[config.mk]
export PLATFORM = sky130hd
export DESIGN_NAME = lhp_ctrl
export DESIGN_NICKNAME = d
export VERILOG_FILES = /design/src/hw/rtl/lhp_pkg.sv /design/src/hw/rtl/lhp_ctrl.sv
export SDC_FILE = /design/constraint.sdc
export NUM_CORES = 1
export LEC_CHECK = 0
export ABC_AREA = 1
export BUFFER_PORTS_ARGS = -buffer_cell sky130_fd_sc_hd__clkbuf_2
export CELL_PAD_IN_SITES_DETAIL_PLACEMENT = 0
export CELL_PAD_IN_SITES_GLOBAL_PLACEMENT = 1
export CORE_MARGIN = 2
export CORE_UTILIZATION = 34
export DETAILED_ROUTE_END_ITERATION = 12
export HOLD_SLACK_MARGIN = 0.12
export PLACE_DENSITY = 0.85
export SETUP_SLACK_MARGIN = 0.2
export SYNTH_ARGS = -nofsm -noshare
export SYNTH_HDL_FRONTEND = slang
export SYNTH_SLANG_ARGS = --single-unit
[constraint.sdc]
create_clock -name clk -period 1.9 [get_ports clk]
set_clock_uncertainty 0.1 [all_clocks]
set_input_delay 0 -clock clk [delete_from_list [all_inputs] [get_ports clk]]
set_output_delay 0 -clock clk [all_outputs]
set_load 0.01 [all_outputs]
[src/hw/rtl/lhp_pkg.sv]
// ----------------------------------------------------------------------------
// Latency histogram package
// Shared codes, command and status bundles for the histogram block.
// ----------------------------------------------------------------------------
package lhp_pkg;

    typedef enum logic [1:0] {
        KIND_RECORD = 2'd0,
        KIND_REPORT = 2'd1,
        KIND_CLEAR  = 2'd2,
        KIND_UNUSED = 2'd3
    } kind_t;

    localparam logic [9:0]  TENTHS_MAX   = 10'd1000;
    localparam logic [31:0] TENTHS_SCALE = 32'd1000;

    // Commands from the controller to the datapath.
    typedef struct packed {
        logic     cap_rec;
        logic     cap_rep;
        logic     stats_clr;
        logic     div_start;
        logic     idx_zero;
        logic     idx_inc;
        logic     idx_load;
        logic     mem_clr_we;
        logic     mem_bkt_we;
        logic     mean_load;
        logic     walk_init;
        logic     walk_step;
        logic     pct_hit;
        logic     pct_max;
        logic     out_load;
    } cmd_t;

    // Status from the datapath to the controller.
    typedef struct packed {
        logic in_range;
        logic count_zero;
        logic div_busy;
        logic div_done;
        logic hit;
        logic last_bin;
    } stat_t;

endpackage

[src/hw/rtl/lhp_ctrl.sv]
// ----------------------------------------------------------------------------
// Histogram controller
// Sequences clearing, bucket updates, the mean division and the percentile walk.
// ----------------------------------------------------------------------------
module lhp_ctrl (
    input  logic           clk,
    input  logic           rst_n,
    input  logic           in_valid,
    input  logic [1:0]     kind,
    output logic           in_stall,
    output logic           out_valid,
    input  logic           out_stall,
    input  lhp_pkg::stat_t stat,
    output lhp_pkg::cmd_t  cmd
);
    import lhp_pkg::*;

    typedef enum logic [7:0] {
        S_CLEAR = 8'b00000001,
        S_IDLE  = 8'b00000010,
        S_BRD   = 8'b00000100,
        S_BWR   = 8'b00001000,
        S_MDIV  = 8'b00010000,
        S_WRD   = 8'b00100000,
        S_WCMP  = 8'b01000000,
        S_OUT   = 8'b10000000
    } state_t;

    state_t state_reg, state_next;
    logic   out_valid_reg, out_valid_next;
    logic   accept;
    logic   load_ok;

    assign accept  = in_valid && (state_reg == S_IDLE);
    assign load_ok = !out_valid_reg || !out_stall;

    always_comb
    begin
        state_next = state_reg;
        cmd        = '0;
        case (state_reg)
            S_CLEAR:
            begin
                cmd.mem_clr_we = 1'b1;
                cmd.idx_inc    = 1'b1;
                if (stat.last_bin)
                begin
                    state_next = S_IDLE;
                end
            end
            S_IDLE:
            begin
                if (accept)
                begin
                    case (kind_t'(kind))
                        KIND_RECORD:
                        begin
                            cmd.cap_rec = 1'b1;
                            if (stat.in_range)
                            begin
                                cmd.idx_load = 1'b1;
                                state_next   = S_BRD;
                            end
                        end
                        KIND_REPORT:
                        begin
                            cmd.cap_rep = 1'b1;
                            if (stat.count_zero)
                            begin
                                state_next = S_OUT;
                            end
                            else
                            begin
                                cmd.div_start = 1'b1;
                                state_next    = S_MDIV;
                            end
                        end
                        KIND_CLEAR:
                        begin
                            cmd.stats_clr = 1'b1;
                            cmd.idx_zero  = 1'b1;
                            state_next    = S_CLEAR;
                        end
                        default:
                        begin
                        end
                    endcase
                end
            end
            S_BRD:
            begin
                state_next = S_BWR;
            end
            S_BWR:
            begin
                cmd.mem_bkt_we = 1'b1;
                state_next     = S_IDLE;
            end
            S_MDIV:
            begin
                if (stat.div_done)
                begin
                    cmd.mean_load = 1'b1;
                    cmd.walk_init = 1'b1;
                    cmd.idx_zero  = 1'b1;
                    state_next    = S_WRD;
                end
            end
            S_WRD:
            begin
                state_next = S_WCMP;
            end
            S_WCMP:
            begin
                if (stat.hit)
                begin
                    cmd.pct_hit = 1'b1;
                    state_next  = S_OUT;
                end
                else if (stat.last_bin)
                begin
                    cmd.pct_max = 1'b1;
                    state_next  = S_OUT;
                end
                else
                begin
                    cmd.walk_step = 1'b1;
                    cmd.idx_inc   = 1'b1;
                    state_next    = S_WRD;
                end
            end
            S_OUT:
            begin
                if (load_ok)
                begin
                    cmd.out_load = 1'b1;
                    state_next   = S_IDLE;
                end
            end
            default:
            begin
                state_next = S_IDLE;
            end
        endcase
    end

    always_comb
    begin
        out_valid_next = out_valid_reg;
        if (out_valid_reg && !out_stall)
        begin
            out_valid_next = 1'b0;
        end
        if (cmd.out_load)
        begin
            out_valid_next = 1'b1;
        end
    end

    always_ff @(posedge clk or negedge rst_n)
    begin
        if (!rst_n)
        begin
            state_reg     <= S_CLEAR;
            out_valid_reg <= 1'b0;
        end
        else
        begin
            state_reg     <= state_next;
            out_valid_reg <= out_valid_next;
        end
    end

    assign in_stall  = (state_reg != S_IDLE);
    assign out_valid = out_valid_reg;

endmodule

# After elaboration in Yosys (flattened, before gate mapping)
# Index checks and enable logic that the tools add are counted.
# op_classes
n_eq_ne	17
reduce_logical	8
muxes	38
# ops
op	count
$mux W8	8
$pmux W8 S7	1
$pmux W8 S3	1
$mux W1	21
$eq A8 B1 Y1 const B	1
$eq A8 B2 Y1 const B	1
$eq A8 B3 Y1 const B	1
$eq A8 B4 Y1 const B	1
$eq A8 B5 Y1 const B	1
$eq A8 B6 Y1 const B	1
$eq A8 B7 Y1 const B	1
$eq A8 B8 Y1 const B	1
$ne A2 B2 Y1 const B	4
$ne A8 B2 Y1 const B	1
$reduce_and A6 Y1	1
$mux W5	1
$mux W2	2
$mux W4	1
$ne A4 B1 Y1 const B	1
$pmux W1 S2	2
$mux W3	1
$ne A3 B3 Y1 const B	1
$eq A2 B1 Y1 const B	1
$eq A2 B2 Y1 const B	1
other kinds (5)	7
# word_totals
word_cells	65
input_bits	12
reg_bits	9
output_inout_bits	17

# Logic depth before layout (Yosys ltp)
# Gate-level depths: netlist (run 1).
# depth
word_depth	5
depth_mapped	10
depth_no_buf	10

# Worst setup path before layout (run 1)
# OpenSTA, ideal clock, no wires.
# synth_timing
path_type	flip-flop to flip-flop
start	reg state_reg[0]
end	reg state_reg[1]
arrival_ps	1137
required_time_ps	1684
period_less_slack_ps	1353
setup_time_ps	116
path_stages_with_launch	10
slack_ps	547
n_path_buf	0
cell_sequence	dfstp_2 > inv_2 > nand2_1 > nor2_4 > nand3_1 > nand2_1 > nor2_4 > nand2_4 > nand2_1 > nand2_1
# synth_between
elab_chain_len	4
word_cells_on_any_way	16
classes_between	13 x eq/ne; 1 x mux; 2 x reduce/logical
# synth_rtl
item	line	text
start, declared	lhp_ctrl.sv:29	state_t state_reg, state_next;
start signal, assigned	lhp_ctrl.sv:169	state_reg <= state_next;
$eq A8 B2 Y1	lhp_ctrl.sv:34, lhp_ctrl.sv:41	
$logic_and A1 B1 Y1	lhp_ctrl.sv:34	assign accept = in_valid && (state_reg == S_IDLE);
$ne A2 B2 Y1 (no source line)	--	
$reduce_and A6 Y1 (no source line)	--	
# Several ways; a longest one is shown, not always the timed one.
# A chain may end at the register's enable or synchronous reset.

==> impl_results.md, run 1 <==
- Outcome: completed
- Starting Density: 35.2%
- Worst hold path type: input pin to async pin
- Setup TNS: 0 ps
- Largest net degree at the start of global routing: 9
- Critical Path Sink Type: output pin
- Startpoint type of the worst setup path: flip-flop
- Mapped Cells: 113
- Total GRT Usage: ~15%
- Unique masters post-synth: 27
- Dpl cells: 168
- Die width: 54.2 um
- Fraction of layout instances using a drive strength above 1: a little under half
- Slack of the critical path: 262 ps
- Clock tree sinks: 9
- Final min period: 1640 ps
- First-pass DRT Iterations: 4
- TritonCTS clock tree: built
- Required time worst endpoint: approximately 1800 ps
- Post-DP HPWL: 1.56 mm
- Synth Flop Type: dfrtp_1
- Post-Layout Cell Count: around 180
- Final Core Density: 48.6%
- Number of remaining DRC errors: 0
- Depth of the worst register-to-register path: 10
- WL/cell: around 11 um
- Core area: about 2400 um2
- NumNets Final: 170
- Synth cell count leaders: 24 x nand2_1, 15 x inv_1, 12 x nor2_1
- Path length in cells of the critical path: 7
- First-pass GRT wire length: 3.06 mm
- H-tree depth: 1
- Vias per cell: around 4.5
- Cell mode on critical path: nand2_4
- Pwr dens: roughly 1200 nW/um2
- Fin crit share: about 86%
- Unrepaired setup endpoints after global routing: true
- Final WL: ~2.0 mm
- Critical path, cell by cell: inv_2, nand2_4, nor2_8, nand2_4, nor3_4, or2_2, clkbuf_2
- Syn Nets: about 130
- Maximum vdd drop: between 0.5 and 0.6 mV
- Reg clk slew, reported paths: 60 ps
- Static Leak: ~0.00067 uW
- Critical Path AT: approximately 1500 ps
- Synth Area per Inst: ~7.6 um2
- CP delay by family, top: simple AND/OR/NAND/NOR gates
- Worst R2R Start: state_reg[0]
- Slowest stage delay, CP: between 500 and 600 ps
- Initial drt markers: 12
- Port Buffer Count: 27
- Max-slew headroom: 74.1%
- Slew @ Worst Pin: ~390 ps
- #FFs+latches synth: 9
- Asr flop ratio synth: 100%
- Chip height: ~54 um
- Worst Setup SP: state_reg[0]
- Slew Limit Fails: 0
- Max Clock Freq: 610 MHz
- Layout area overhead: 38.0%
- CTS buffer count: 3
- Mapped Area: around 860 um2
- Vias: 825
- Rows: 18
- Slowest CP cell: dfstp_2
- Buf/Inv on CP: 2
- Largest register FFs: 8
- Fillers: ~260
- Clock Path Buffers: 2
- Gpl congestion: 0.750
- Max-cap viol count: 0
- Post-DRT Antenna Nets: 0
- Antenna cell count: 0
- Post-synth EDFFs: 0
- Post-synth top area cell: dfrtp_1
- Worst Setup Path Type: flip-flop to output pin
- CP max FO: 5
- Most frequent cell after synthesis: nand2_1
- YS warnings: 0
- Vias in the first global route: roughly 750
- Synth top area share: a little under a quarter
- Grt ovf: 0
- Die footprint: between 2000 and 3000 um2
- Post-synthesis sequential area ratio: about a quarter
- Top cells by area, synth: dfrtp_1 23%, nand2_1 11%, nand2_4 7.9%, nor2_8 7.0%, inv_1 6.6%
- Worst-Skew Late Latency: about 250 ps
- Finish-stage setup viols: 0
- IO Count: 29
- DP Worst Slack: 441 ps
- Fin. Hold Viols: 0
- Worst reg2reg setup slack: about 330 ps
- Initial antenna violation count: 0
- Root Driver: clkbuf_4
-- worst register-to-register path, cell delays in order (launching register included) --
cell	delay (ps)
dfstp_2	540
inv_2	50
nand2_4	100
nor2_8	60
buf_12	120
nand3_2	70
nand2_2	70
nor2_4	180
nand2_4	80
nand2_1	60
nand2_1	50
-- what timing repair did --
| item | 4_1_cts | 5_1_grt |
|---|---|---|
| hold endpoints to repair | 14 | 0 |
| endpoints found under the setup margin | 0 | 5 |
| gates resized for setup | 0 | 7 |
| buffers inserted | 0 | 5 |
| hold buffers | 7 | 0 |
-- kinds of logic (layout without fill, tap and decap cells) --
family,after synthesis,in the layout,share of synthesized area (%)
AO/OA/AOI/OAI,4,4,2.48
buffers and inverters,24,65,11.4
adder cells (fa/ha/maj),3,3,4.38
AND/OR/NAND/NOR,73,73,55.3
flip-flops,9,9,26.4
-- area by class of cell --
type	count	area (um2)	area share (%)
clock buffers	4	26.3	2.22
inverters	22	82.6	6.98
multi-input cells	80	554	46.9
flip-flops and latches	9	226	19.2
well taps	30	37.5	3.17
repair buffers	39	255	21.6
-- metal layers --
metal | wire (um) | GRT usage (%) | vias to the layer above | share of wire (%)
li1 | - | - | 428 | -
met1 | 840 | 16.7 | 370 | 42
met2 | 1050 | 27.3 | 27 | 53
met3 | 95 | 0.833 | 0 | 4.8
met4 | 0 | 6.25 | 0 | 0
met5 | 0 | 0 | - | 0
-- placed cells by master, fill, tap and decap left out, types with 6 or more instances in the layout --
cell type       n
clkbuf_2       26
nand2_1        24
inv_1          13
nor2_1         11
inv_2           9
dfrtp_1         8
nand3_1         7
dlygate4sd3_1   7
nand2_4         6
-- report_power, final --
| part | internal [uW] | switching [uW] |
|---|---|---|
| registers | 239 | 30.8 |
| logic | 435 | 592 |
| clock network | 80.8 | 64.2 |
-- worst paths after layout --
check,to
worst max-delay path,cmd[9]
worst max register to register,state_reg[1]
max in group asynchronous,state_reg[6]
min in group clk,state_reg[0]
worst min-delay path,state_reg[0]
worst min register to register,out_valid
-- through the flow --
step / power (uW) / instance area [um2] / hold WS (ps)
final: 1440 / 1180 / 121
after global routing: 1540 / 1180 / 128
after CTS: 1240 / 1110 / 122
after detailed placement: 1080 / 1010 / -233
after global placement: 1070 / 1010 / -236
after floorplan: 921 / 857 / -396
(Power assumes the default switching activity.)
==> run 2: changes to the inputs <==
--- a/config.mk
+++ b/config.mk
@@ -9,6 +9,7 @@
 export BUFFER_PORTS_ARGS = -buffer_cell sky130_fd_sc_hd__clkbuf_2
 export CELL_PAD_IN_SITES_DETAIL_PLACEMENT = 0
 export CELL_PAD_IN_SITES_GLOBAL_PLACEMENT = 1
+export CORE_ASPECT_RATIO = 1.5
 export CORE_MARGIN = 2
 export CORE_UTILIZATION = 34
 export DETAILED_ROUTE_END_ITERATION = 12
==> run 2 against run 1 <==
Against the previous run: combinational power about the same; critical endpoint unchanged; cell count up 1.1%; cell area is 3.7% higher; global-route usage increased by 0.58 points; sequential share of layout area decreased by 0.68 points; die area increased by 0.29%; clock-buffer cell count unchanged; clock power about the same; routed wire length increased by 5.4%; largest power group unchanged; non-clock buffer count up 8.
==> impl_results.md, run 2 (synthesized netlist as in run 1, its figures left out) <==
- Reg clk slew, reported paths: 60 ps (about the same)
- NumNets Final: 178 (was 170)
- Min Hold Slack: 125 ps (was 121 ps)
- Finish-stage setup viols: 0 (unchanged)
- Initial drt markers: 3 (was 12)
- Port Buffer Count: 27 (unchanged)
- Outcome: completed (unchanged)
- Startpoint type of the worst setup path: flip-flop (unchanged)
- Worst hold path type: input pin to async pin (unchanged)
- Critical Path AT: 1550 ps (was 1540 ps)
- Post-DRT Antenna Nets: 0 (unchanged)
- Fin. Hold Viols: 0 (unchanged)
- WL/cell: 11.3 um (was 10.8 um)
- Total GRT Usage: 15.1% (was 14.6%)
- Max-slew headroom: 74.9% (was 74.1%)
- Starting Density: 35.4% (was 35.2%)
- Clock tree sinks: 9 (unchanged)
- Antenna cell count: 0 (unchanged)
- Root Driver: clkbuf_4 (unchanged)
- Die width: 45.0 um (was 54.2 um)
- Setup TNS: 0 ps (unchanged)
- Rows: 22 (was 18)
- Final WL: 2.10 mm (was 1.99 mm)
- Largest register FFs: 8 (unchanged)
- Gpl congestion: 0.830 (was 0.750)
- Final min period: 1650 ps (was 1640 ps)
- Grt ovf: 0 (unchanged)
- CTS buffer count: 3 (unchanged)
- Layout area overhead: 43.1% (was 38.0%)
- Max-cap viol count: 0 (unchanged)
- Unrepaired setup endpoints after global routing: true (unchanged)
- Critical Path Sink Type: output pin (unchanged)
- CP max FO: 6 (was 5)
- Worst Setup Path Type: flip-flop to output pin (unchanged)
- Max Clock Freq: 604 MHz (was 610 MHz)
- Vias: 852 (was 825)
- Slew @ Worst Pin: 375 ps (was 387 ps)
- First-pass GRT wire length: 3.26 mm (was 3.06 mm)
- Fin crit share: 87.1% (was 86.2%)
- Clock Path Buffers: 2 (unchanged)
- Fraction of layout instances using a drive strength above 1: 47.5% (was 45.5%)
- Pwr dens: 1210 nW/um2 (was 1220 nW/um2)
- H-tree depth: 1 (unchanged)
- Initial antenna violation count: 0 (unchanged)
- Chip height: 65.5 um (was 54.2 um)
- Largest net degree at the start of global routing: 9 (unchanged)
- Core area: 2420 um2 (was 2430 um2)
- Number of remaining DRC errors: 0 (unchanged)
- First-pass DRT Iterations: 4 (unchanged)
- Die footprint: 2950 um2 (was 2940 um2)
- Static Leak: 0.000703 uW (was 0.000668 uW)
- Vias per cell: 4.58 (was 4.48)
- Post-DP HPWL: 1.53 mm (was 1.56 mm)
- IO Count: 29 (unchanged)
- Worst-Skew Late Latency: 260 ps (was 250 ps)
- Most frequent cells in the layout: 24 x nand2_1, 24 x clkbuf_2, 14 x inv_1 (was 26 x clkbuf_2, 24 x nand2_1, 13 x inv_1)
- TritonCTS clock tree: built (unchanged)
- Maximum vdd drop: 0.531 mV (was 0.572 mV)
- Slew Limit Fails: 0 (unchanged)
- Required time worst endpoint: 1800 ps (about the same)
- Vias in the first global route: 777 (was 751)
## run 2: cell type report
class                           instances  area [um2]
Fill cell                             266        1200
Inverter                               22        82.6
Sequential cell                         9         226
Timing Repair Buffer                   47         312
Tap cell                               24        30.0
Multi-Input combinational cell         80         549
Clock buffer                            4        26.3
## run 2: layer usage
layer,vias up,track usage (%),part of all wire (%)
met1,383,16.2,38
met2,24,27.1,56
met3,5,1.65,3.5
met5,-,0,0
met4,0,8.82,2.6
li1,440,-,-
## run 2: power breakdown
group	switching (uW)	total, uW	internal (uW)
Clock	66.4	147	80.9
Combinational	594	1060	471
Sequential	33.1	272	239
Total	693	1480	791
## run 2: stage by stage
| step | power, uW | std cells | setup slack (ps) | instance area, um2 | util [%] |
|---|---|---|---|---|---|
| 2_1_floorplan | 921 | 113 | 547 | 857 | - |
| 3_3_place_gp | 1070 | 162 | 488 | 1010 | 41.6 |
| 3_5_place_dp | 1080 | 162 | 468 | 1010 | 41.6 |
| 4_1_cts | 1250 | 174 | 206 | 1110 | 46.0 |
| 5_1_grt | 1610 | 186 | 149 | 1230 | 50.6 |
| 6_report | 1480 | 186 | 245 | 1230 | 50.6 |
## run 2: worst paths after layout
| check | from | endpoint | slack, ps | cells past startpoint |
|---|---|---|---|---|
| setup / recovery | state_reg[1] | cmd[9] | 250 | 7 |
| hold / removal | rst_n | state_reg[0] | 120 | 2 |
| setup reg to reg | state_reg[0] | state_reg[1] | 250 | 11 |
| hold reg to reg | out_valid | out_valid | 390 | 2 |
| max in group asynchronous | rst_n | state_reg[2] | 780 | 3 |
| min in group clk | in_valid | state_reg[0] | 200 | 7 |
## run 2: critical path, cell delays in order, from the launching register on
cell and delay (ps):
dfrtp_1 420, inv_2 90, nand2_4 70, nor2_8 160, nand2_4 90, nor3_4 220, or2_4 160, buf_6 90
## run 2: what timing repair did
| action | in CTS | in global routing |
|---|---|---|
| setup endpoints to repair | 0 | 5 |
| hold buffers | 8 | 0 |
| setup buffers | 0 | 12 |
| resized for setup | 0 | 9 |
| hold endpoints to repair | 14 | 0 |
==> run 3: changes to the inputs <==
--- a/config.mk
+++ b/config.mk
@@ -11,10 +11,11 @@
 export CELL_PAD_IN_SITES_GLOBAL_PLACEMENT = 1
 export CORE_ASPECT_RATIO = 1.5
 export CORE_MARGIN = 2
-export CORE_UTILIZATION = 34
+export CORE_UTILIZATION = 36
+export CTS_BUF_LIST = sky130_fd_sc_hd__clkbuf_4 sky130_fd_sc_hd__clkbuf_8
 export DETAILED_ROUTE_END_ITERATION = 12
 export HOLD_SLACK_MARGIN = 0.12
-export PLACE_DENSITY = 0.85
+export PLACE_DENSITY = 0.89
 export SETUP_SLACK_MARGIN = 0.2
 export SYNTH_ARGS = -nofsm -noshare
 export SYNTH_HDL_FRONTEND = slang
==> run 3 against run 2 <==
Against the previous run: maximum frequency grew 0.47%; core utilization grew 5.7 points; non-clock buffer count decreased by 1.
==> impl_results.md, run 3 (synthesized netlist as in run 1, its figures left out) <==
- Outcome: completed (unchanged)
- Final WL: 2.01 mm (was 2.10 mm)
- Number of remaining DRC errors: 0 (unchanged)
- Worst hold path type: input pin to flip-flop (was input pin to async pin)
- IO Count: 29 (unchanged)
- Area of the multi-input gates: 568 um2 (was 549 um2)
- Cell count of the worst hold path: 6
- Max-cap viol count: 0 (unchanged)
- Worst Hold End: state_reg[0]
- Critical Path AT: 1550 ps (about the same)
- Most common cell after layout, fill and taps aside: clkbuf_2
- Dpl cells: 161 (was 162)
- Startpoint type of the worst setup path: flip-flop (unchanged)
- Vias per cell: 4.65 (was 4.58)
- Final Core Density: 56.3% (was 50.6%)
- Rows: 21 (was 22)
- FF+latch area: 226 um2 (unchanged)
- Worst Setup Path Type: flip-flop to output pin (unchanged)
- Post-Layout Cell Count: 184 (was 186)
- Antenna cell count: 0 (unchanged)
- CP max FO: 5 (was 6)
- Max Clock Freq: 607 MHz (was 604 MHz)
- Total GRT Usage: 14.9% (was 15.1%)
- Critical path, cell by cell: inv_2, nand2_4, nor2_8, nand2_4, nor3_4, or2_4, buf_6 (unchanged)
- Initial drt markers: 9 (was 3)
- TritonCTS clock tree: built (unchanged)
- Maximum vdd drop: 0.703 mV (was 0.531 mV)
- First-pass DRT Iterations: 4 (unchanged)
- Most frequent cells in the layout: 25 x clkbuf_2, 24 x nand2_1, 13 x inv_1 (was 24 x nand2_1, 24 x clkbuf_2, 14 x inv_1)
- First-pass GRT wire length: 3.09 mm (was 3.26 mm)
- Fin crit share: 86.7% (was 87.1%)
- Depth of the worst register-to-register path: 10 (was 11)
- Max-slew headroom: 74.0% (was 74.9%)
- Worst reg2reg setup slack: 350 ps (was 250 ps)
- Worst flop-to-flop path endpoint: state_reg[1] (unchanged)
- Static Leak: 0.000713 uW (was 0.000703 uW)
- Grt ovf: 0 (unchanged)
- Starting Density: 38.4% (was 35.4%)
- Setup TNS: 0 ps (unchanged)
- Initial antenna violation count: 0 (unchanged)
- Finish-stage setup viols: 0 (unchanged)
- Fin. Hold Viols: 0 (unchanged)
- Fillers: 211 (was 266)
- NumNets Final: 177 (was 178)
- Die footprint: 2800 um2 (was 2950 um2)
- Core area: 2230 um2 (was 2420 um2)
- Largest register FFs: 8 (unchanged)
- Required time worst endpoint: 1800 ps (about the same)
- Pwr dens: 1210 nW/um2 (about the same)
- Slowest CP cell: dfrtp_1 (unchanged)
- Cell area after placement: 1010 um2 (about the same)
- Reg clk slew, reported paths: 60 ps (about the same)
- DP Worst Slack: 452 ps (was 468 ps)
- Vias: 856 (was 852)
- Root Driver: clkbuf_4 (unchanged)
- Clock tree sinks: 9 (unchanged)
- Buf/Inv on CP: 2 (unchanged)
- Unrepaired setup endpoints after global routing: true (unchanged)
- Critical Path Sink Type: output pin (unchanged)
- Chip height: 63.8 um (was 65.5 um)
- Slowest stage delay, CP: 400 ps (was 420 ps)
- Post-DP HPWL: 1.51 mm (was 1.53 mm)
- Vias in the first global route: 746 (was 777)
- Layout area overhead: 46.7% (was 43.1%)
- Largest net degree at the start of global routing: 9 (unchanged)
- Slack of the critical path: 253 ps (was 245 ps)
- Slew Limit Fails: 0 (unchanged)
- Fraction of layout instances using a drive strength above 1: 47.8% (was 47.5%)
- CTS buffer count: 3 (unchanged)
- WL/cell: 10.9 um (was 11.3 um)
- Hold wc startpoint: kind[1]
- Worst R2R Start: state_reg[0] (unchanged)
- Clock Path Buffers: 2 (unchanged)
- H-tree depth: 1 (unchanged)
- Gpl congestion: 0.857 (was 0.830)
- Design area: 1260 um2 (was 1230 um2)
- Worst-Skew Late Latency: 270 ps (was 260 ps)
- Port Buffer Count: 27 (unchanged)
- Die width: 43.8 um (was 45.0 um)
- Post-DRT Antenna Nets: 0 (unchanged)
- Cell mode on critical path: nand2_4 (unchanged)
- CP delay by family, top: simple AND/OR/NAND/NOR gates (unchanged)
- Final min period: 1650 ps (about the same)
- Slew @ Worst Pin: 389 ps (was 375 ps)
-- run 3: worst max path at each step --
| stage | slack, ps | to | from | cells past startpoint |
|---|---|---|---|---|
| 6_report | 250 | cmd[9] | state_reg[1] | 7 |
| 2_1_floorplan | 550 | state_reg[1] | state_reg[0] | 9 |
| 3_5_place_dp | 450 | state_reg[1] | state_reg[0] | 9 |
| 5_1_grt | 170 | cmd[9] | state_reg[1] | 7 |
| 3_3_place_gp | 490 | state_reg[1] | state_reg[0] | 9 |
| 4_1_cts | 210 | cmd[9] | state_reg[2] | 7 |
-- run 3: cell type report --
type | instances | area share (%)
clock buffer | 4 | 2.39
multi-input combinational | 80 | 45.2
tap | 23 | 2.29
sequential | 9 | 18.0
timing repair buffer | 46 | 25.4
inverter | 22 | 6.77
-- run 3: through the flow --
| stage | power, uW | hold slack (ps) |
|---|---|---|
| 6_report | 1530 | 176 |
| 5_1_grt | 1640 | 219 |
| 4_1_cts | 1270 | 163 |
| 3_5_place_dp | 1080 | -227 |
| 3_3_place_gp | 1070 | -233 |
| 2_1_floorplan | 921 | -396 |
-- run 3: power breakdown --
part | switching, uW | internal [uW] | leakage (uW) | total, uW
Clock | 69.7 | 95.4 | 0.0000184 | 165
Sequential | 29.8 | 239 | 0.000119 | 269
Combinational | 615 | 478 | 0.000575 | 1090
Total | 714 | 813 | 0.000713 | 1530
-- run 3: what timing repair did --
action / CTS / global route
endpoints found under the setup margin: 0 / 4
hold buffers: 9 / 0
buffers inserted: 0 / 10
gates resized for setup: 0 / 13
hold endpoints to repair: 14 / 0
-- run 3: per-layer routing --
metal / GRT usage [%] / part of all wire [%]
met1: 15.3 / 38
met2: 27.2 / 55
met3: 0 / 3.7
met4: 11.4 / 4.0
met5: 0 / 0
-- run 3: tightest hold or removal path: stages --
cell	delay, ps
clkbuf_2	90
ha_1	160
inv_1	110
nor2_1	60
nand3_1	70
nand2_1	40
